**src/text_console_cell_engine_top_macros.svh**
```systemverilog
// Assertion macros for the text console cell engine RTL.
// Each macro expands to one labeled concurrent assertion on a clock and reset.
`ifndef TEXT_CONSOLE_CELL_ENGINE_TOP_MACROS_SVH
`define TEXT_CONSOLE_CELL_ENGINE_TOP_MACROS_SVH

// Same-cycle implication, checked outside reset.
`define TCCE_ASSERT_IMPL(label, aclk, arst, ante, cons, msg) \
  label: assert property (@(posedge aclk) disable iff (arst) (ante) |-> (cons)) \
    else $error(msg);

// Next-cycle implication, checked outside reset.
`define TCCE_ASSERT_NEXT(label, aclk, arst, ante, cons, msg) \
  label: assert property (@(posedge aclk) disable iff (arst) (ante) |=> (cons)) \
    else $error(msg);

`endif

```
**src/tcce_pkg.sv**
```systemverilog
// Shared types and constants for the text console cell engine.
// No dependencies; used by every module of the block.
package tcce_pkg;

  // Default geometry and queue size
  localparam int DEF_ROW_WIDTH   = 64;
  localparam int DEF_ROW_COUNT   = 32;
  localparam int DEF_QUEUE_DEPTH = 4;

  // Field widths
  localparam int CHAR_W       = 8;
  localparam int COLOUR_W     = 4;
  localparam int ROW_OUT_W    = 5;
  localparam int COL_OUT_W    = 6;
  localparam int CURSOR_OUT_W = 12;

  // Draw limit per item
  localparam int MAX_DRAWS  = 64;
  localparam int DRAW_CNT_W = $clog2(MAX_DRAWS);

  // Key bytes
  localparam logic [CHAR_W-1:0] KEY_NEWLINE   = 8'd10;
  localparam logic [CHAR_W-1:0] KEY_TAB       = 8'd9;
  localparam logic [CHAR_W-1:0] KEY_BACKSPACE = 8'd8;
  localparam logic [CHAR_W-1:0] PRINT_LO      = 8'd32;
  localparam logic [CHAR_W-1:0] PRINT_HI      = 8'd126;

  // Tab stops every four cells
  localparam int         TAB_BITS = 2;
  localparam logic [2:0] TAB_STEP = 3'd4;

  // Command codes handed from front to back
  localparam logic [2:0] OP_NOP       = 3'd0;
  localparam logic [2:0] OP_CLEAR     = 3'd1;
  localparam logic [2:0] OP_NEWLINE   = 3'd2;
  localparam logic [2:0] OP_TAB       = 3'd3;
  localparam logic [2:0] OP_PRINT     = 3'd4;
  localparam logic [2:0] OP_BACKSPACE = 3'd5;

  typedef struct packed {
    logic [2:0]          op;
    logic [CHAR_W-1:0]   ch;
    logic [COLOUR_W-1:0] fore;
    logic [COLOUR_W-1:0] back;
  } cmd_t;

endpackage

```
**src/tcce_queue.sv**
```systemverilog
// Short command queue between the front end and the back end.
// Depends on tcce_pkg for the command type.
module tcce_queue #(
  parameter int DEPTH = tcce_pkg::DEF_QUEUE_DEPTH
) (
  input  logic           clk,
  input  logic           rst,
  input  logic           push,
  input  tcce_pkg::cmd_t push_cmd,
  output logic           full,
  input  logic           pop,
  output tcce_pkg::cmd_t head,
  output logic           empty
);

  localparam int PW   = $clog2(DEPTH);
  localparam int CNTW = $clog2(DEPTH + 1);

  tcce_pkg::cmd_t   slots [DEPTH];
  logic [PW-1:0]    wr_ptr;
  logic [PW-1:0]    rd_ptr;
  logic [CNTW-1:0]  count;
  logic             do_push;
  logic             do_pop;

  assign full    = (count == CNTW'(DEPTH));
  assign empty   = (count == '0);
  assign do_push = push & ~full;
  assign do_pop  = pop & ~empty;
  assign head    = slots[rd_ptr];

  // Pointers and fill count
  always_ff @(posedge clk) begin
    if (rst) begin
      wr_ptr <= '0;
      rd_ptr <= '0;
      count  <= '0;
    end else begin
      if (do_push) begin
        wr_ptr <= (wr_ptr == PW'(DEPTH - 1)) ? '0 : wr_ptr + PW'(1);
      end
      if (do_pop) begin
        rd_ptr <= (rd_ptr == PW'(DEPTH - 1)) ? '0 : rd_ptr + PW'(1);
      end
      if (do_push && !do_pop) begin
        count <= count + CNTW'(1);
      end else if (do_pop && !do_push) begin
        count <= count - CNTW'(1);
      end
    end
  end

  // Entry storage
  always_ff @(posedge clk) begin
    if (do_push) begin
      slots[wr_ptr] <= push_cmd;
    end
  end

endmodule

```
**config.mk**
```make
export PLATFORM = sky130hd
export DESIGN_NAME = tcce_queue
export DESIGN_NICKNAME = d
export VERILOG_FILES = /design/src/text_console_cell_engine_top_macros.svh /design/src/tcce_pkg.sv /design/src/tcce_queue.sv
export SDC_FILE = /design/constraint.sdc
export NUM_CORES = 1
export LEC_CHECK = 0
export BUFFER_PORTS_ARGS = -buffer_cell sky130_fd_sc_hd__buf_4
export CORE_MARGIN = 8
export CORE_UTILIZATION = 45
export DETAILED_ROUTE_END_ITERATION = 8
export PLACE_DENSITY_LB_ADDON = 0.25
export SYNTH_ARGS = -nofsm -noshare
export SYNTH_HDL_FRONTEND = slang
export SYNTH_SLANG_ARGS = --single-unit
```
**constraint.sdc**
```tcl
create_clock -name clk -period 2 [get_ports clk]
set_input_delay 0.2 -clock clk [delete_from_list [all_inputs] [get_ports clk]]
set_output_delay 0.2 -clock clk [all_outputs]
set_load 0.01 [all_outputs]
```
## Word-level counts from Yosys, hierarchy flattened

Memory sizes are Yosys's and may differ from the RTL's. A register that Yosys moved wholly into a read port is not among the register bits.
Cells that the tools add are included.
Widths: inputs -> output; s select.

| storage, ports and cells | value |
|---|---|
| logic and storage cells | 29 |
| memories | 1 |
| memory bits (writable) | 76 |
| input port bits | 23 |
| output and inout port bits | 21 |
| register bits | 7 |

| cells by class | value |
|---|---|
| equal/unequal tests | 3 |
| muxes and demuxes | 8 |
| add/sub/neg operators | 4 |
| bitwise gates (word level) | 4 |
| reductions and logical operators | 6 |

Memories:

| memory | words | width | read ports | clocked after Yosys merged registers in | wr ports | line | RTL |
|---|---|---|---|---|---|---|---|
| slots | 4 | 19 | 1 | 1 | 1 | tcce_queue.sv:19 | `tcce_pkg::cmd_t slots [DEPTH];` |

Operators with widths:

| operator | number |
|---|---|
| $mux 2 | 4 |
| $mux 3 | 2 |
| $add 2x1->2 const B | 2 |
| $eq 2x2->1 const B | 2 |
| $add 3x1->3 const B | 1 |
| $eq 3x3->1 const B | 1 |
| $logic_not 3->1 | 1 |
| $sub 3x1->3 const B | 1 |
| $and 1x1->1 | 2 |
| $logic_and 1x1->1 | 2 |
| $logic_not 1->1 | 2 |
| $mux 1 | 2 |
| $not 1->1 | 2 |
| $reduce_bool 2->1 | 1 |

## Logic depth before layout (Yosys ltp)

Gate-level depths: netlist of the first run.

| depth | value |
|---|---|
| depth in word-level cells | 7 |
| gate-level depth with buffers | 10 |
| gate-level depth less buffers | 9 |

## Worst setup path after synthesis of the first run

OpenSTA, ideal clock, no wires.

| path | value |
|---|---|
| path kind | reg-to-reg |
| start | register count[0] |
| end | register count[2] |
| setup time | 0.070 ns |
| cell stages (with the launch flop) | 11 |
| slack | -0.068 ns |
| path buffers | 1 |
| required time | 1.930 ns |
| arrival | 1.997 ns |
| period minus slack after synthesis | 2.068 ns |
| path through | dfxtp_1 > or3b_1 > buf_6 > clkinv_4 > nor2_2 > ha_1 > inv_1 > fa_1 > xor2_1 > or3_1 > a21oi_1 |

| between the ends | value |
|---|---|
| word-level cells in the longest chain between the ends | 6 |
| elaborated cells on any way between the ends | 15 |

Ends and longest elaborated chain:

| what | line | RTL |
|---|---|---|
| from (decl) | tcce_queue.sv:22 | `logic [CNTW-1:0] count;` |
| from (signal assigned) | tcce_queue.sv:46 | `count <= count + CNTW'(1);` |
| from (signal assigned) | tcce_queue.sv:48 | `count <= count - CNTW'(1);` |
| $eq 3x3->1 (*) | tcce_queue.sv:26 | `assign full = (count == CNTW'(DEPTH));` |
| net full | tcce_queue.sv:10 | `output logic full,` |
| $not 1->1 (*) | tcce_queue.sv:28 | `assign do_push = push & ~full;` |
| $and 1x1->1 (*) | tcce_queue.sv:28 |  |
| net do_push | tcce_queue.sv:23 | `logic do_push;` |
| $logic_not 1->1 | tcce_queue.sv:47 | `end else if (do_pop && !do_push) begin` |
| $logic_and 1x1->1 | tcce_queue.sv:47 |  |
| $reduce_bool 2->1 (no source line) | - |  |

Mark *: on every way through the listed nets, which the timed path passes. The rest lies on a longest branch. The select of a mux whose other input is x is not followed.
A chain may end at the register's enable or synchronous reset.

## Worst setup path after layout of the first run

| path | value |
|---|---|
| start | register count[2] |
| end | register count[2] |

| between the ends | value |
|---|---|
| word-level cells in the longest chain between the ends | 6 |
| elaborated cells on any way between the ends | 15 |

Ends and longest elaborated chain:

| what | line |
|---|---|
| $eq 3x3->1 (*) | tcce_queue.sv:26 |
| $not 1->1 (*) | tcce_queue.sv:28 |
| $and 1x1->1 (*) | tcce_queue.sv:28 |
| net do_push | tcce_queue.sv:23 |
| $logic_not 1->1 | tcce_queue.sv:47 |
| $logic_and 1x1->1 | tcce_queue.sv:47 |
| $reduce_bool 2->1 (no source line) | - |

Marks and branches as above.

==> out/metrics.csv, run 1 <==
metric,value,unit
status,"finished, violations left",
failing checks,setup timing,
internal cell power,3.41,mW
Sink Count,85,
GRT Total Usage,12.0,%
Tmin final,2040,ps
via/cell ratio,4.89,
max_cap viols,0,
Max Slew Vio Count,0,
"commonest non-fill, non-tap cell in the layout",edfxtp_1,
# IOs,44,
Vert. Die Dim,101,µm
Layout fillers,549,
drt wl/cell,18.1,µm
share of layout cells above drive strength 1,46.7,%
relative slew slack,77.0,%
Diodes inserted,0,
port bufs,43,
Comb pwr share,27.3,%
Total Power,4.62,mW
RSZ-0062 raised after global routing,true,
Pre-antenna DRT Iters,4,
peak supply drop,0.000515,V
Synth Register Bits,85,
final instance area,3950,µm²
1st-iter DRT viols,34,
"slowest stage cell, crit path",or3_1,
initial antenna violation count,0,
largest area contributor in the netlist,edfxtp_1,
clock transition at the registers of the reported paths,80,ps
H-tree depth,3,
drt total wl,5.67,mm
register area share after synthesis,76.0,%
residual DRC count,0,
Worst Path Arrival,2310,ps
CP max FO,3,
vias in the first global route,1715,
hpwl dp,3.73,mm
synth unique cells,27,
skew final,8.22,ps
Final Hold Vio Count,0,
CP Buf/Inv Count,2,
TritonCTS buffer count,9,
CP cell instances,or3b_4 -> clkinv_4 -> nor2_4 -> ha_4 -> inv_2 -> fa_2 -> xor2_1 -> or3_1 -> a21oi_2,
Area growth syn-to-layout,21.8,%
setup violators final,1,
Max Clock Freq,0.490,GHz
Die X,101,µm
Least-Margin Pin Slew,343,ps
row cnt,31,
family with the most delay on the worst path,simple AND/OR/NAND/NOR gates,
Area contributors post-synth,"edfxtp_1, mux4_2, dfxtp_1",
Hold Path Class,in -> reg,
Crit Path Class,reg -> reg,
final period utilization,102,%
pin count of the biggest net entering global routing,20,
Worst-Skew Late Latency,340,ps
Place WS,-130,ps
CTS tree,done,
endpoint type of the worst setup path,register,
antenna-violating nets left,0,
Syn Inst Count,149,
FF-to-FF End,count[2],
FF-to-FF path depth,9,
R2R setup slack,-40,ps
post-placement cell area,3730,µm²
"Endpoint, Worst Hold",slots[2][17],
HP Start,push_cmd[17],
Seq pwr share,48.5,%
post-synth top area share,70.4,%
critical path required time,2270,ps
NumNets Final,239,
RR Startpoint,count[2],
hold depth,1,
Yosys warning total,0,
core area,7100,µm²
first-pass GRT wire length,8.72,mm
synthesized net count,179,
clock root cell,clkbuf_8,
worst setup margin,-40.2,ps
Critical Path Max Stage Delay,350,ps
Net Switching,1.21,mW
die area,10200,µm²
Starting Density,45.7,%
Critical Path Source Type,register,
P per Cell Area,1170,nW/µm²
switching power share of the total,26.2,%
gpl congestion,0.680,
syn avg cell area,21.8,µm²
vias after detailed routing,1530,
clock buffer depth,2,
mapped cell area,3240,µm²
GRT Residual Overflow,0,
most frequent cells in the layout,"edfxtp_1, buf_4, mux4_2, clkbuf_8, dfxtp_1",
Clock power frac,24.1,%
Leak,1.39,nW
==> cells in the mapped netlist <==
cell,count
a21oi_1,3
and3_1,4
buf_2,1
buf_4,1
buf_6,2
bufinv_8,1
clkbuf_1,1
clkbuf_2,1
clkinv_4,1
dfxtp_1,9
edfxtp_1,76
fa_1,1
ha_1,6
inv_1,3
mux2i_1,2
mux4_2,19
nand2_1,1
nand3_1,2
nor2_1,3
nor2_2,1
nor3_1,2
o21ai_0,1
o21ai_1,1
o31ai_2,2
or3_1,2
or3b_1,1
xor2_1,2
==> cell families (layout without fill, tap and decap cells) <==
family          Yosys count  after routing  synth area share (%)
simple gates             16             16                  2.70
mux                      21             21                  13.8
xor+xnor                  2              2                 0.540
compound gates            7              7                  1.54
buf+inv                  11             76                  2.51
fa+ha+maj                 7              7                  2.93
flops                    85             85                  76.0
==> state kept, by name, summed over array words and instances (netlist names), named ones only <==
signal,flops
slots,76
count,3
rd_ptr,2
wr_ptr,2
==> stage by stage <==
step	util, %	hold slack (ps)	TNS, ps	cells
floorplan	-	299	0	149
global placement	52.6	399	0	295
detailed placement	52.6	404	-130	295
CTS	55.5	34.2	-3.46	313
global route	55.6	34.8	-93.0	313
finish	55.6	55.8	-40.2	313
==> layer usage <==
metal,global-route usage (%),vias to the layer above,part of all wire [%]
met1,12.2,763,38
met5,0,-,0
met3,3.38,10,4.6
li1,-,723,-
met2,21.1,34,55
met4,8.02,0,2.5
==> worst register-to-register path, cell delays in order, from the launching register on <==
cell and delay (ps):
dfxtp_2 330, or3b_4 250, clkinv_4 60, nor2_4 150, ha_4 160, inv_2 40, fa_2 330, xor2_1 170
or3_1 350, a21oi_2 140
==> cell type report <==
cell class / instances / area (µm²) / share of cell area, %
clock buffer: 11 / 131 / 3.33
clock inverter: 5 / 51.3 / 1.30
inverter: 5 / 37.5 / 0.950
multi-input combinational: 53 / 724 / 18.3
sequential: 85 / 2470 / 62.5
tap: 99 / 124 / 3.14
timing repair buffer: 55 / 413 / 10.5
==> repair_timing <==
action                                 in CTS  in global routing
gates resized for setup                     5                  1
setup endpoints to repair                   1                  1
hold buffers                                0                  0
endpoints found under the hold margin       0                  0
buffers inserted                            2                  0
pin swaps                                   1                  0
==> worst max-delay path by stage <==
stage	cells after the start	to	startpoint	slack, ps
floorplan	10	count[2]	count[2]	20
global placement	9	count[2]	count[2]	30
detailed placement	9	count[2]	count[2]	-130
CTS	9	count[2]	count[2]	-3
global route	9	count[2]	count[2]	-90
finish	9	count[2]	count[2]	-40
==> power groups by stage <==
stage / Sequential [mW] / Combinational (mW) / Clock (mW)
2_1_floorplan: 2.26 / 0.747 / 0
3_3_place_gp: 2.26 / 1.19 / 0
3_5_place_dp: 2.28 / 1.23 / 0
4_1_cts: 2.24 / 1.27 / 1.16
5_1_grt: 2.26 / 1.37 / 1.22
6_report: 2.24 / 1.26 / 1.12
Power figures use the tool's default switching activity.
==> run 2, diff against run 1 <==
- CTS_BUF_LIST: default -> sky130_fd_sc_hd__clkbuf_2
==> out/metrics.csv, run 2 (synthesis gave the netlist of run 1 again) <==
metric,value,unit,change
TritonCTS buffer count,9,,unchanged
initial antenna violation count,0,,unchanged
gpl congestion,0.680,,unchanged
setup violators final,1,,unchanged
Tmin final,2080,ps,+39.8 ps
port bufs,43,,unchanged
Diodes inserted,0,,unchanged
pin count of the biggest net entering global routing,20,,unchanged
GRT Residual Overflow,0,,unchanged
GRT Total Usage,12.4,%,+0.33 points
failing checks,setup timing,,
Biggest register,slots,,
Worst Path Arrival,2530,ps,+220 ps
H-tree depth,3,,unchanged
clock transition at the registers of the reported paths,210,ps,+130 ps
Hold Path Class,in -> reg,,
Final Hold Vio Count,0,,unchanged
die area,10200,µm²,unchanged
Max Slew Vio Count,0,,unchanged
Sink Count,85,,unchanged
CTS tree,done,,
antenna-violating nets left,0,,unchanged
final period utilization,104,%,+2.0 points
Worst-Skew Late Latency,500,ps,+160 ps
worst setup margin,-79.9,ps,-39.8 ps
vias in the first global route,1789,,+4.3%
P per Cell Area,1090,nW/µm²,-6.7%
setup_tns,-79.9,ps,-39.8 ps
peak supply drop,0.000533,V,+3.5%
hpwl dp,3.73,mm,unchanged
status,"finished, violations left",,
first-pass GRT wire length,9.07,mm,+4.0%
NumNets Final,261,,+9.2%
# IOs,44,,unchanged
Max Clock Freq,0.481,GHz,-1.9%
Leak,1.50,nW,+7.8%
"commonest non-fill, non-tap cell in the layout",edfxtp_1,,
Util after Layout,59.3,%,+3.6 points
core area,7100,µm²,unchanged
most frequent cells in the layout,"edfxtp_1, buf_4, dlygate4sd3_1, mux4_2, buf_6",,
Vert. Die Dim,101,µm,unchanged
via/cell ratio,4.85,,-0.83%
Least-Margin Pin Slew,344,ps,+1.37 ps
skew final,22.7,ps,+14.5 ps
Place WS,-130,ps,unchanged
Largest register FFs,76,,unchanged
share of layout cells above drive strength 1,44.1,%,-2.7 points
1st-iter DRT viols,36,,+5.9%
Crit Path Class,reg -> reg,,
vias after detailed routing,1624,,+6.1%
endpoint type of the worst setup path,register,,
relative slew slack,76.9,%,-0.092 points
RSZ-0062 raised after global routing,true,,
row cnt,31,,unchanged
clock buffer depth,2,,unchanged
Largest regs,"slots x76, count x3",,
Starting Density,45.7,%,unchanged
CP max FO,3,,unchanged
clock root cell,clkbuf_2,,
Area growth syn-to-layout,29.8,%,
drt total wl,6.02,mm,+6.3%
residual DRC count,0,,unchanged
Die X,101,µm,unchanged
Pre-antenna DRT Iters,4,,unchanged
drt wl/cell,18.0,µm,-0.70%
max_cap viols,0,,unchanged
Critical Path Source Type,register,,
critical path required time,2450,ps,+180 ps
run 2: cell type report:
type,count,area (µm²)
clock buffers,11,55.1
clock inverters,5,51.3
fillers,525,2890
inverters,5,37.5
multi-input cells,53,724
flip-flops and latches,85,2470
well taps,99,124
repair buffers,77,744
run 2: path summary, 6_finish.rpt:
kind / from / to / slack [ps] / depth (start not counted)
setup reg to reg: count[2] / count[2] / -80 / 9
hold / removal: pop / register / 170 / 5
hold reg to reg: rd_ptr[0] / register / 520 / 2
setup / recovery: count[2] / count[2] / -80 / 9
run 2: power by group:
group | total (mW) | switching (mW) | internal (mW)
clock | 0.828 | 0.537 | 0.291
combinational | 1.51 | 0.637 | 0.870
sequential | 2.26 | 0.0953 | 2.16
total | 4.59 | 1.27 | 3.32
run 2: repair_timing:
item	4_1_cts	5_1_grt
endpoints found under the setup margin	16	20
gates cloned	0	1
hold buffers	21	0
hold endpoints to repair	85	0
pin swaps	1	0
gates resized for setup	13	20
buffers inserted	2	0
run 2: routing by layer:
layer | up-vias | GRT usage [%] | routed length, µm
met1 | 806 | 12.8 | 2350
li1 | 775 | - | -
met2 | 35 | 22.1 | 3390
met3 | 8 | 4.14 | 192
met5 | - | 0 | 0
met4 | 0 | 5.58 | 83
run 2: critical path, stage by stage, from the launching register on:
cell      delay, ps
dfxtp_2         380
or3b_4          250
clkinv_4         60
nor2_4          150
ha_4            160
inv_2            40
fa_2            340
xor2_1          170
or3_1           350
a21oi_2         140
run 2: through the flow:
step                      hold slack [ps]  instances  power (mW)  instance area, µm²
after floorplan                       299        149        3.00                3250
after global placement                399        295        3.45                3730
after detailed placement              404        295        3.51                3730
after CTS                             109        334        4.44                4100
after global routing                  119        335        4.81                4210
final                                 170        335        4.59                4210
