**src/text_console_cell_engine_top_macros.svh**
```systemverilog
// Assertion macros for the text console cell engine RTL.
// Each macro expands to one labeled concurrent assertion on a clock and reset.
`ifndef TEXT_CONSOLE_CELL_ENGINE_TOP_MACROS_SVH
`define TEXT_CONSOLE_CELL_ENGINE_TOP_MACROS_SVH

// Same-cycle implication, checked outside reset.
`define TCCE_ASSERT_IMPL(label, aclk, arst, ante, cons, msg) \
  label: assert property (@(posedge aclk) disable iff (arst) (ante) |-> (cons)) \
    else $error(msg);

// Next-cycle implication, checked outside reset.
`define TCCE_ASSERT_NEXT(label, aclk, arst, ante, cons, msg) \
  label: assert property (@(posedge aclk) disable iff (arst) (ante) |=> (cons)) \
    else $error(msg);

`endif

```
**src/tcce_pkg.sv**
```systemverilog
// Shared types and constants for the text console cell engine.
// No dependencies; used by every module of the block.
package tcce_pkg;

  // Default geometry and queue size
  localparam int DEF_ROW_WIDTH   = 64;
  localparam int DEF_ROW_COUNT   = 32;
  localparam int DEF_QUEUE_DEPTH = 4;

  // Field widths
  localparam int CHAR_W       = 8;
  localparam int COLOUR_W     = 4;
  localparam int ROW_OUT_W    = 5;
  localparam int COL_OUT_W    = 6;
  localparam int CURSOR_OUT_W = 12;

  // Draw limit per item
  localparam int MAX_DRAWS  = 64;
  localparam int DRAW_CNT_W = $clog2(MAX_DRAWS);

  // Key bytes
  localparam logic [CHAR_W-1:0] KEY_NEWLINE   = 8'd10;
  localparam logic [CHAR_W-1:0] KEY_TAB       = 8'd9;
  localparam logic [CHAR_W-1:0] KEY_BACKSPACE = 8'd8;
  localparam logic [CHAR_W-1:0] PRINT_LO      = 8'd32;
  localparam logic [CHAR_W-1:0] PRINT_HI      = 8'd126;

  // Tab stops every four cells
  localparam int         TAB_BITS = 2;
  localparam logic [2:0] TAB_STEP = 3'd4;

  // Command codes handed from front to back
  localparam logic [2:0] OP_NOP       = 3'd0;
  localparam logic [2:0] OP_CLEAR     = 3'd1;
  localparam logic [2:0] OP_NEWLINE   = 3'd2;
  localparam logic [2:0] OP_TAB       = 3'd3;
  localparam logic [2:0] OP_PRINT     = 3'd4;
  localparam logic [2:0] OP_BACKSPACE = 3'd5;

  typedef struct packed {
    logic [2:0]          op;
    logic [CHAR_W-1:0]   ch;
    logic [COLOUR_W-1:0] fore;
    logic [COLOUR_W-1:0] back;
  } cmd_t;

endpackage

```
**src/tcce_front.sv**
```systemverilog
// Front end: accepts input items and classifies them into commands.
// Depends on tcce_pkg; feeds tcce_queue.
module tcce_front (
  input  logic                          in_valid,
  output logic                          in_stall,
  input  logic                          kind,
  input  logic [tcce_pkg::CHAR_W-1:0]   key_code,
  input  logic [tcce_pkg::COLOUR_W-1:0] fore_colour,
  input  logic [tcce_pkg::COLOUR_W-1:0] back_colour,
  input  logic                          clearing,
  input  logic                          q_full,
  output logic                          q_push,
  output tcce_pkg::cmd_t                q_cmd
);

  logic [2:0] op;

  // Decode the key into a command code
  always_comb begin
    if (kind) begin
      op = tcce_pkg::OP_CLEAR;
    end else if (key_code == tcce_pkg::KEY_NEWLINE) begin
      op = tcce_pkg::OP_NEWLINE;
    end else if (key_code == tcce_pkg::KEY_TAB) begin
      op = tcce_pkg::OP_TAB;
    end else if (key_code == tcce_pkg::KEY_BACKSPACE) begin
      op = tcce_pkg::OP_BACKSPACE;
    end else if (key_code inside {[tcce_pkg::PRINT_LO:tcce_pkg::PRINT_HI]}) begin
      op = tcce_pkg::OP_PRINT;
    end else begin
      op = tcce_pkg::OP_NOP;
    end
  end

  // Hold off while the queue is full or the store is being swept
  assign in_stall = q_full | clearing;

  // Items that decode to no command are dropped here
  assign q_push     = in_valid & ~in_stall & (op != tcce_pkg::OP_NOP);
  assign q_cmd.op   = op;
  assign q_cmd.ch   = key_code;
  assign q_cmd.fore = fore_colour;
  assign q_cmd.back = back_colour;

endmodule

```
**config.mk**
```make
export PLATFORM = sky130hd
export DESIGN_NAME = tcce_front
export DESIGN_NICKNAME = d
export VERILOG_FILES = /design/src/text_console_cell_engine_top_macros.svh /design/src/tcce_pkg.sv /design/src/tcce_front.sv
export SDC_FILE = /design/constraint.sdc
export NUM_CORES = 1
export LEC_CHECK = 0
export BUFFER_PORTS_ARGS = -buffer_cell sky130_fd_sc_hd__buf_4
export CAP_MARGIN = 10
export CELL_PAD_IN_SITES_DETAIL_PLACEMENT = 0
export CELL_PAD_IN_SITES_GLOBAL_PLACEMENT = 1
export CORE_MARGIN = 2
export CORE_UTILIZATION = 18
export DETAILED_ROUTE_END_ITERATION = 7
export GPL_TIMING_DRIVEN = 1
export PLACE_DENSITY = 0.95
export SYNTH_ARGS = -nofsm -noshare
export SYNTH_HDL_FRONTEND = slang
export SYNTH_SLANG_ARGS = --single-unit
export TNS_END_PERCENT = 10
```
**constraint.sdc**
```tcl
create_clock -name vclk -period 1.51
set_clock_uncertainty 0.05 [all_clocks]
set_input_delay 0.302 -clock vclk [all_inputs]
set_output_delay 0.302 -clock vclk [all_outputs]
set_load 0.1 [all_outputs]
```
# After elaboration in Yosys (flattened, before gate mapping)
# Cells that the tools add are included.
dict set report op_classes {
  magnitude_cmp 2
  eq_ne 3
  muxes 5
  bitwise 4
  reduce_logical 2
}
# op n
set op_table {}
lappend op_table {{== test 8 x 4 -> 1 bit, second input constant} 3}
lappend op_table {{2-to-1 mux 3 bit} 5}
lappend op_table {{>= comparator 8 x 6 -> 1 bit, second input constant} 1}
lappend op_table {{<= comparator 8 x 7 -> 1 bit, second input constant} 1}
lappend op_table {{nonzero test 3 bit} 1}
lappend op_table {{AND 1 bit} 2}
lappend op_table {{logical AND 1 bit} 1}
lappend op_table {{inverter 1 bit} 1}
lappend op_table {{bitwise OR 1 bit} 1}
dict set report word_totals {
  ff_bits 0
  inputBits 20
  output_inout_bits 21
  wordCells 16
}

# Depth between registers and ports, before layout
# Gate-level depths: netlist (run 1).
dict set report logic_depth {
  depth_word 9
  ltp_mapped 3
  depth_no_buf 3
}

# Worst setup path after synthesis (run 1)
# OpenSTA, ideal clock, no wires.
dict set report synth_path {
  kind {input-to-output}
  startpoint {input key_code[2] (netlist name)}
  endpoint {output q_cmd[17] (netlist name)}
  arrival_time_ns 2.704
  required_time_ns 1.158
  path_slack_ns -1.546
  stages 3
  n_path_buf 0
  path_cell_list {nor3b_2 -> nand2_1 -> nor3_1}
}
# element line
set synth_rtl {}
lappend synth_rtl {{start, declared} tcce_front.sv:7} ;# input logic [tcce_pkg::CHAR_W-1:0] key_code,
lappend synth_rtl {{end, declared} tcce_front.sv:13} ;# output tcce_pkg::cmd_t q_cmd

==> flow_summary.json, run 1 <==
{
  "std_cell_rows": 13,
  "hold_buffers": 0,
  "post_drt_wl_per_cell_um": 10.78,
  "post-synth-top-area-fraction": 0.4848,
  "synth.top_cells.by_count": "sky130_fd_sc_hd__buf_4 (16), sky130_fd_sc_hd__nand2_1 (3), sky130_fd_sc_hd__nor2_1 (3)",
  "detail_route.drc_violations": 0,
  "final_core_utilization": 0.3827,
  "area_growth_pct": 101.0,
  "floorplan.initialDensity": 0.1904,
  "grt_setup_unrepaired": "true",
  "grt_pass1_wl_um": 924,
  "syn-num-nets": 56,
  "holdWs_ns": 0.5540,
  "core_area_um2": 1301,
  "worst_setup_path_start_kind": "input port",
  "drive_gt1_frac": 0.7736,
  "ant_nets": 0,
  "number_of_flip_flops_and_latches": 0,
  "required_time_at_the_endpoint_of_the_critical_path_ns": 1.16,
  "achievable-frequency_mhz": 610.5,
  "via_count_of_the_first_global_routing_pass": 256,
  "arrival_ns": 1.29,
  "dpl.hpwl_um": 631.8,
  "grt_start_max_net_pins": 5,
  "max-cap-violations": 0,
  "synth_warnings": 0,
  "period_share": 1.085,
  "slew-limit-headroom": 0.8184,
  "gr-usage-all-layers": 0.07743,
  "yosysTopAreaCell": "sky130_fd_sc_hd__buf_4",
  "fp.dieArea_um2": 1689,
  "num_vias": 293,
  "timing_hold_violations_final": 0,
  "drt_first_pass_iters": 2,
  "placement.cell_area_um2": 424.2,
  "worst_slew_pin_slew_ns": 0.2716,
  "grt-ovfl-total": 0,
  "first_iter_violations": 2,
  "layout.area.seq_um2": 0,
  "gp_congestion": 0.6212,
  "hold_path.class": "in -> out",
  "setup_viol_count_final": 4,
  "violated_checks": "setup timing",
  "crit_path_max_fanout": 3,
  "finalNetCount": 75,
  "post_synth_num_cell_types": 16,
  "fill_cells": 146,
  "min_path_cells": 0,
  "die_height_um": 41.10,
  "timing.final.max_slew_violations": 0,
  "synthTopCellsByArea": "sky130_fd_sc_hd__buf_4 (48%), sky130_fd_sc_hd__a211oi_2 (5.1%), sky130_fd_sc_hd__nor3b_2 (5.1%)",
  "detail_route.wirelength_um": 733,
  "status": "finished, violations left",
  "multi_input_area_um2": 178.9,
  "finalInstanceArea_um2": 498.0,
  "period_minus_slack_ns": 1.638,
  "vdd_ir_drop_max_v": 0.0001334,
  "antenna_found_initial": 0,
  "critical_path_class": "in -> out",
  "num_antenna_cells": 0,
  "synth.most_common_cell": "sky130_fd_sc_hd__buf_4",
  "design.portCount": 41,
  "via_cell_ratio": 4.309,
  "worst_setup_path_end_kind": "output pin",
  "port_buffers": 25,
  "n_clock_buffer": 0,
  "cts_post_setup_buffers_inserted": 0,
  "final_critical_path_setup_slack_ns": -0.1280,
  "powerDensity_nw_per_um2": 501.4,
  "synth_sequential_area_ratio": 0,
  "tns_ns": -0.3563,
  "syn_avg_cell_area_um2": 6.882,
  "static-leakage-power_nw": 0.2197,
  "mapped_area_um2": 247.7,
  "netlist_instances": 36,
  "die_width_um": 41.10
}
## layout make-up
class                           count  share of cell area
Tap cell                           15             0.03769
Inverter                            1            0.007538
Timing Repair Buffer               33              0.5955
Multi-Input combinational cell     19              0.3593
## per-stage QoR
stage	std cells	worst slack, ns	total power [mW]
after floorplan	36	-0.5625	0.2650
after global placement	68	-0.2069	0.2292
after detailed placement	68	-0.2104	0.2308
after CTS	68	-0.1337	0.2444
after global routing	68	-0.1963	0.2597
final	68	-0.1280	0.2497
## layer usage
| layer | track usage | up-vias | routed length (µm) |
|---|---|---|---|
| met5 | 0 | - | 0 |
| met4 | 0 | 0 | 0 |
| met3 | 0 | 0 | 95 |
| met2 | 0.1914 | 14 | 434 |
| met1 | 0.06646 | 136 | 203 |
| li1 | - | 143 | - |
## cells in the final DEF, fill, tap and decap left out
cell and instances:
sky130_fd_sc_hd__nor4b_2 1, sky130_fd_sc_hd__buf_6 3, sky130_fd_sc_hd__buf_12 3, sky130_fd_sc_hd__o21ai_1 1, sky130_fd_sc_hd__nor3b_4 1, sky130_fd_sc_hd__a211oi_4 1, sky130_fd_sc_hd__a31oi_1 1, sky130_fd_sc_hd__xnor2_1 1
sky130_fd_sc_hd__buf_4 27, sky130_fd_sc_hd__nor2_1 3, sky130_fd_sc_hd__nor3_4 1, sky130_fd_sc_hd__o22ai_2 1, sky130_fd_sc_hd__nor4_4 1, sky130_fd_sc_hd__o21bai_2 1, sky130_fd_sc_hd__nand3_1 1, sky130_fd_sc_hd__nand2_1 3
sky130_fd_sc_hd__nor3_2 1, sky130_fd_sc_hd__inv_1 1, sky130_fd_sc_hd__nand4_1 1
## kinds of logic after synthesis
logic type             after synthesis  share of synthesized area
AO/OA/AOI/OAI                        5                     0.1515
XOR/XNOR                             1                    0.03536
buffers and inverters               17                     0.5000
AND/OR/NAND/NOR                     13                     0.3131
## final timing paths
kind | from | to | slack, ns
worst max-delay path | key_code[4] | q_cmd[18] | -0.13
worst min-delay path | back_colour[0] | q_cmd[0] | 0.55
## critical path: stages
cell,delay [ns]
sky130_fd_sc_hd__buf_6,0.10
sky130_fd_sc_hd__nor3b_4,0.27
sky130_fd_sc_hd__a211oi_4,0.12
sky130_fd_sc_hd__nor4_4,0.23
sky130_fd_sc_hd__buf_6,0.26
## where the power goes
group	internal [mW]	switching, mW
clock network	0	0
registers	0	0
logic	0.0796	0.170
total	0.0796	0.170
## timing repair
item | 4_1_cts | 5_1_grt
pin swaps | 0 | 1
gates resized for setup | 13 | 4
setup endpoints to repair | 4 | 4
Note: power is estimated with default switching activity, not from simulation.
==> inputs of run 2 (changes only) <==
Settings changed: RECOVER_POWER set to 100.
==> flow_summary.json, run 2 (same netlist as run 1, synthesis figures left out) <==
{
  "required_time_at_the_endpoint_of_the_critical_path_ns": 1.16,
  "finalNetCount": 75,
  "grt_setup_unrepaired": "true",
  "hold_buffers": 0,
  "std_cell_rows": 13,
  "setup_viol_count_final": 4,
  "critical_path_class": "in -> out",
  "first_iter_violations": 2,
  "final_core_utilization": 0.3673,
  "status": "finished, violations left",
  "num_antenna_cells": 0,
  "fill_cells": 153,
  "worst_setup_path_start_kind": "input port",
  "period_minus_slack_ns": 1.638,
  "floorplan.initialDensity": 0.1904,
  "period_share": 1.085,
  "design_power_uw": 242.5,
  "hold_path.class": "in -> out",
  "detail_route.wirelength_um": 734,
  "crit_path_max_fanout": 3,
  "n_clock_buffer": 0,
  "slew-limit-headroom": 0.6373,
  "final_critical_path_setup_slack_ns": -0.1280,
  "core_area_um2": 1301,
  "via_count_of_the_first_global_routing_pass": 256,
  "drt_first_pass_iters": 2,
  "number_of_flip_flops_and_latches": 0,
  "drive_gt1_frac": 0.7736,
  "violated_checks": "setup timing",
  "via_cell_ratio": 4.309,
  "area_growth_pct": 92.93,
  "layout.cells.non_filler": 68,
  "timing_hold_violations_final": 0,
  "gp_congestion": 0.6212,
  "num_vias": 293,
  "design.portCount": 41,
  "arrival_ns": 1.29,
  "detail_route.drc_violations": 0,
  "layout.area.seq_um2": 0,
  "layout.cells.most_common": "sky130_fd_sc_hd__buf_4",
  "multi_input_area_um2": 178.9,
  "port_buffers": 25,
  "achievable-frequency_mhz": 610.5,
  "gr-usage-all-layers": 0.07743,
  "timing.final.max_slew_violations": 0,
  "max-cap-violations": 0,
  "numPlacedInstances": 68,
  "fp.dieArea_um2": 1689,
  "die_width_um": 41.10,
  "antenna_found_initial": 0,
  "post_drt_wl_per_cell_um": 10.79,
  "vdd_ir_drop_max_v": 0.0001275,
  "commonest_non_fill_non_tap_cells_in_the_layout": "sky130_fd_sc_hd__buf_4 (19), sky130_fd_sc_hd__clkbuf_2 (8)",
  "dpl.hpwl_um": 631.8,
  "tns_ns": -0.3563,
  "die_height_um": 41.10,
  "ant_nets": 0,
  "grt-ovfl-total": 0,
  "static-leakage-power_nw": 0.2145,
  "worst_setup_path_end_kind": "output pin",
  "grt_start_max_net_pins": 5,
  "worst_slew_pin_slew_ns": 0.5464,
  "cts_post_setup_buffers_inserted": 0,
  "powerDensity_nw_per_um2": 507.3,
  "grt_pass1_wl_um": 924
}
## run 2: changes by cell type in the layout (fill, tap and decap cells not counted), sizes merged
cell,previous run,this run
buf,33,25
clkbuf,0,8
## run 2: timing repair
item / in CTS / in global routing
resized for setup: 13 / 4
pin swaps: 0 / 1
endpoints found under the setup margin: 4 / 4
## run 2: worst paths after layout
kind	from	to	slack [ns]	cells past startpoint
max	key_code[4]	q_cmd[18]	-0.13	5
min	back_colour[0]	q_cmd[0]	0.55	0
## run 2: metal layers
layer	vias up	routed length, µm	track usage
met2	14	433	0.1914
met4	0	0	0
met1	136	204	0.06646
li1	143	-	-
met5	-	0	0
met3	0	95	0
## run 2: through the flow
| step | instance area, µm² | setup WS [ns] | hold WS, ns |
|---|---|---|---|
| floorplan | 277.8 | -0.5625 | 0.6631 |
| global placement | 424.2 | -0.2069 | 0.5552 |
| detailed placement | 424.2 | -0.2104 | 0.5552 |
| CTS | 476.7 | -0.1337 | 0.5552 |
| global route | 478.0 | -0.1963 | 0.5541 |
| finish | 478.0 | -0.1280 | 0.5540 |
## run 2: where the power goes
part           switching [mW]  internal (mW)
Clock                       0              0
Combinational           0.170         0.0725
Sequential                  0              0
Total                   0.170         0.0725
## run 2: final cells by class
| cell class | count | area share |
|---|---|---|
| Multi-Input combinational cell | 19 | 0.3743 |
| Inverter | 1 | 0.007853 |
| Tap cell | 15 | 0.03927 |
| Timing Repair Buffer | 33 | 0.5785 |
## run 2: worst max-delay path, stage by stage
cell and delay [ns]:
sky130_fd_sc_hd__buf_6 0.10, sky130_fd_sc_hd__nor3b_4 0.27, sky130_fd_sc_hd__a211oi_4 0.12, sky130_fd_sc_hd__nor4_4 0.23, sky130_fd_sc_hd__buf_6 0.26
==> inputs of run 3 (changes only) <==
--- a/constraint.sdc
+++ b/constraint.sdc
@@ -4,2 +4,2 @@
 set_output_delay 0.302 -clock vclk [all_outputs]
-set_load 0.1 [all_outputs]
+set_load 0.05 [all_outputs]
==> flow_summary.json, run 3 (same netlist as run 1, synthesis figures left out) <==
{
  "num_antenna_cells": 0,
  "intPower_uw": 56.04,
  "std_cell_rows": 13,
  "first_iter_violations": 0,
  "grt_pass1_wl_um": 807,
  "area_growth_pct": 58.08,
  "layout.area.seq_um2": 0,
  "power.sequential.fraction": 0,
  "port_buffers": 25,
  "switching_share": 0.6355,
  "max-cap-violations": 0,
  "floorplan.initialDensity": 0.1904,
  "worst_setup_path_end_kind": "output pin",
  "vdd_ir_drop_max_v": 0.00008030,
  "grt_start_max_net_pins": 6,
  "power.share.clock": 0,
  "via_count_of_the_first_global_routing_pass": 215,
  "powerDensity_nw_per_um2": 392.6,
  "detail_route.drc_violations": 0,
  "ant_nets": 0,
  "hold_path.class": "in -> out",
  "worst_setup_path_start_kind": "input port",
  "grt-ovfl-total": 0,
  "gp_congestion": 0.5951,
  "worst_slew_pin_slew_ns": 0.6027,
  "crit_path_max_fanout": 3,
  "timing_hold_violations_final": 0,
  "commonest_non_fill_non_tap_cells_in_the_layout": "sky130_fd_sc_hd__buf_4 (16), sky130_fd_sc_hd__clkbuf_1 (7), sky130_fd_sc_hd__buf_6 (5), sky130_fd_sc_hd__nand2_1 (3), sky130_fd_sc_hd__nor2_1 (3)",
  "timing.final.max_slew_violations": 0,
  "num_vias": 275,
  "drive_gt1_frac": 0.5918,
  "drt_first_pass_iters": 1,
  "post_drt_wl_per_cell_um": 10.09,
  "slew-limit-headroom": 0.5999,
  "critical_path_class": "in -> out",
  "arrival_ns": 1.18,
  "antenna_found_initial": 0,
  "period_minus_slack_ns": 1.531,
  "die_width_um": 41.10,
  "status": "finished, violations left",
  "detail_route.wirelength_um": 646,
  "n_clock_buffer": 0,
  "finalNetCount": 71,
  "switchingPower_uw": 97.70,
  "pwr-share-comb": 1.000,
  "cts_post_setup_buffers_inserted": 0,
  "hold_buffers": 0,
  "final_critical_path_setup_slack_ns": -0.02128,
  "finalInstanceArea_um2": 391.6,
  "violated_checks": "setup timing",
  "static-leakage-power_nw": 0.1567,
  "fp.dieArea_um2": 1689,
  "design.portCount": 41,
  "placement.cell_area_um2": 384.1,
  "required_time_at_the_endpoint_of_the_critical_path_ns": 1.16,
  "layout.cells.non_filler": 64,
  "number_of_flip_flops_and_latches": 0,
  "core_area_um2": 1301,
  "via_cell_ratio": 4.297,
  "achievable-frequency_mhz": 653.1,
  "grt_setup_unrepaired": "true",
  "gr-usage-all-layers": 0.06969,
  "setup_viol_count_final": 2,
  "layout.cells.most_common": "sky130_fd_sc_hd__buf_4",
  "die_height_um": 41.10,
  "dpl.hpwl_um": 564.3,
  "numPlacedInstances": 64,
  "period_share": 1.014
}
[run 3: cell types whose count changed in the layout (fill, tap and decap cells not counted)]
cell and delta:
sky130_fd_sc_hd__nor3_4 -1, sky130_fd_sc_hd__o21bai_1 +1, sky130_fd_sc_hd__clkbuf_2 -7, sky130_fd_sc_hd__buf_6 +2, sky130_fd_sc_hd__clkbuf_1 +7, sky130_fd_sc_hd__nor3_2 +1, sky130_fd_sc_hd__a211oi_2 +1, sky130_fd_sc_hd__a211oi_4 -1
sky130_fd_sc_hd__o21bai_2 -1, sky130_fd_sc_hd__buf_12 -3, sky130_fd_sc_hd__buf_4 -3
[run 3: worst max-delay path, stage by stage]
cell	delay (ns)
sky130_fd_sc_hd__buf_6	0.10
sky130_fd_sc_hd__nor3b_4	0.23
sky130_fd_sc_hd__a211oi_2	0.13
sky130_fd_sc_hd__nor4_4	0.23
sky130_fd_sc_hd__buf_6	0.19
[run 3: what timing repair did]
| action | in CTS | in global routing |
|---|---|---|
| gates resized for setup | 9 | 0 |
| pin swaps | 2 | 0 |
| setup endpoints to repair | 4 | 4 |
[run 3: worst paths after layout]
path                       start        end  slack (ns)  depth (start not counted)
hold / removal    back_colour[0]   q_cmd[0]        0.55                          0
setup / recovery     key_code[4]  q_cmd[18]       -0.02                          5
[run 3: layout make-up]
cell class | instances | area [µm²]
fill | 149 | 909.6
inverter | 1 | 3.754
multi-input combinational | 19 | 161.4
tap | 15 | 18.77
timing repair buffer | 29 | 207.7
[run 3: layer usage]
layer	global-route usage	vias to the layer above	wire (µm)	share of wire
li1	-	137	-	-
met1	0.07595	123	218	0.34
met2	0.1406	11	351	0.54
met3	0	4	65	0.10
met4	0.02419	0	10	0.015
met5	0	-	0	0
[run 3: power by group through the flow]
stage / Combinational [mW] / Sequential, mW / Clock [mW]
6_report: 0.154 / 0 / 0
5_1_grt: 0.163 / 0 / 0
4_1_cts: 0.165 / 0 / 0
3_5_place_dp: 0.156 / 0 / 0
3_3_place_gp: 0.154 / 0 / 0
2_1_floorplan: 0.156 / 0 / 0
[run 3: metrics by stage]
| step | total power, mW | setup WS [ns] | setup TNS [ns] | utilization | hold slack (ns) |
|---|---|---|---|---|---|
| floorplan | 0.1559 | -0.2340 | -0.4998 | - | 0.6213 |
| global placement | 0.1545 | -0.09911 | -0.1715 | 0.2952 | 0.5544 |
| detailed placement | 0.1555 | -0.1195 | -0.2776 | 0.2952 | 0.5544 |
| global route | 0.1627 | -0.08208 | -0.2178 | 0.3010 | 0.5541 |
| CTS | 0.1645 | -0.02936 | -0.05767 | 0.3231 | 0.5544 |
| finish | 0.1537 | -0.02128 | -0.04124 | 0.3010 | 0.5540 |
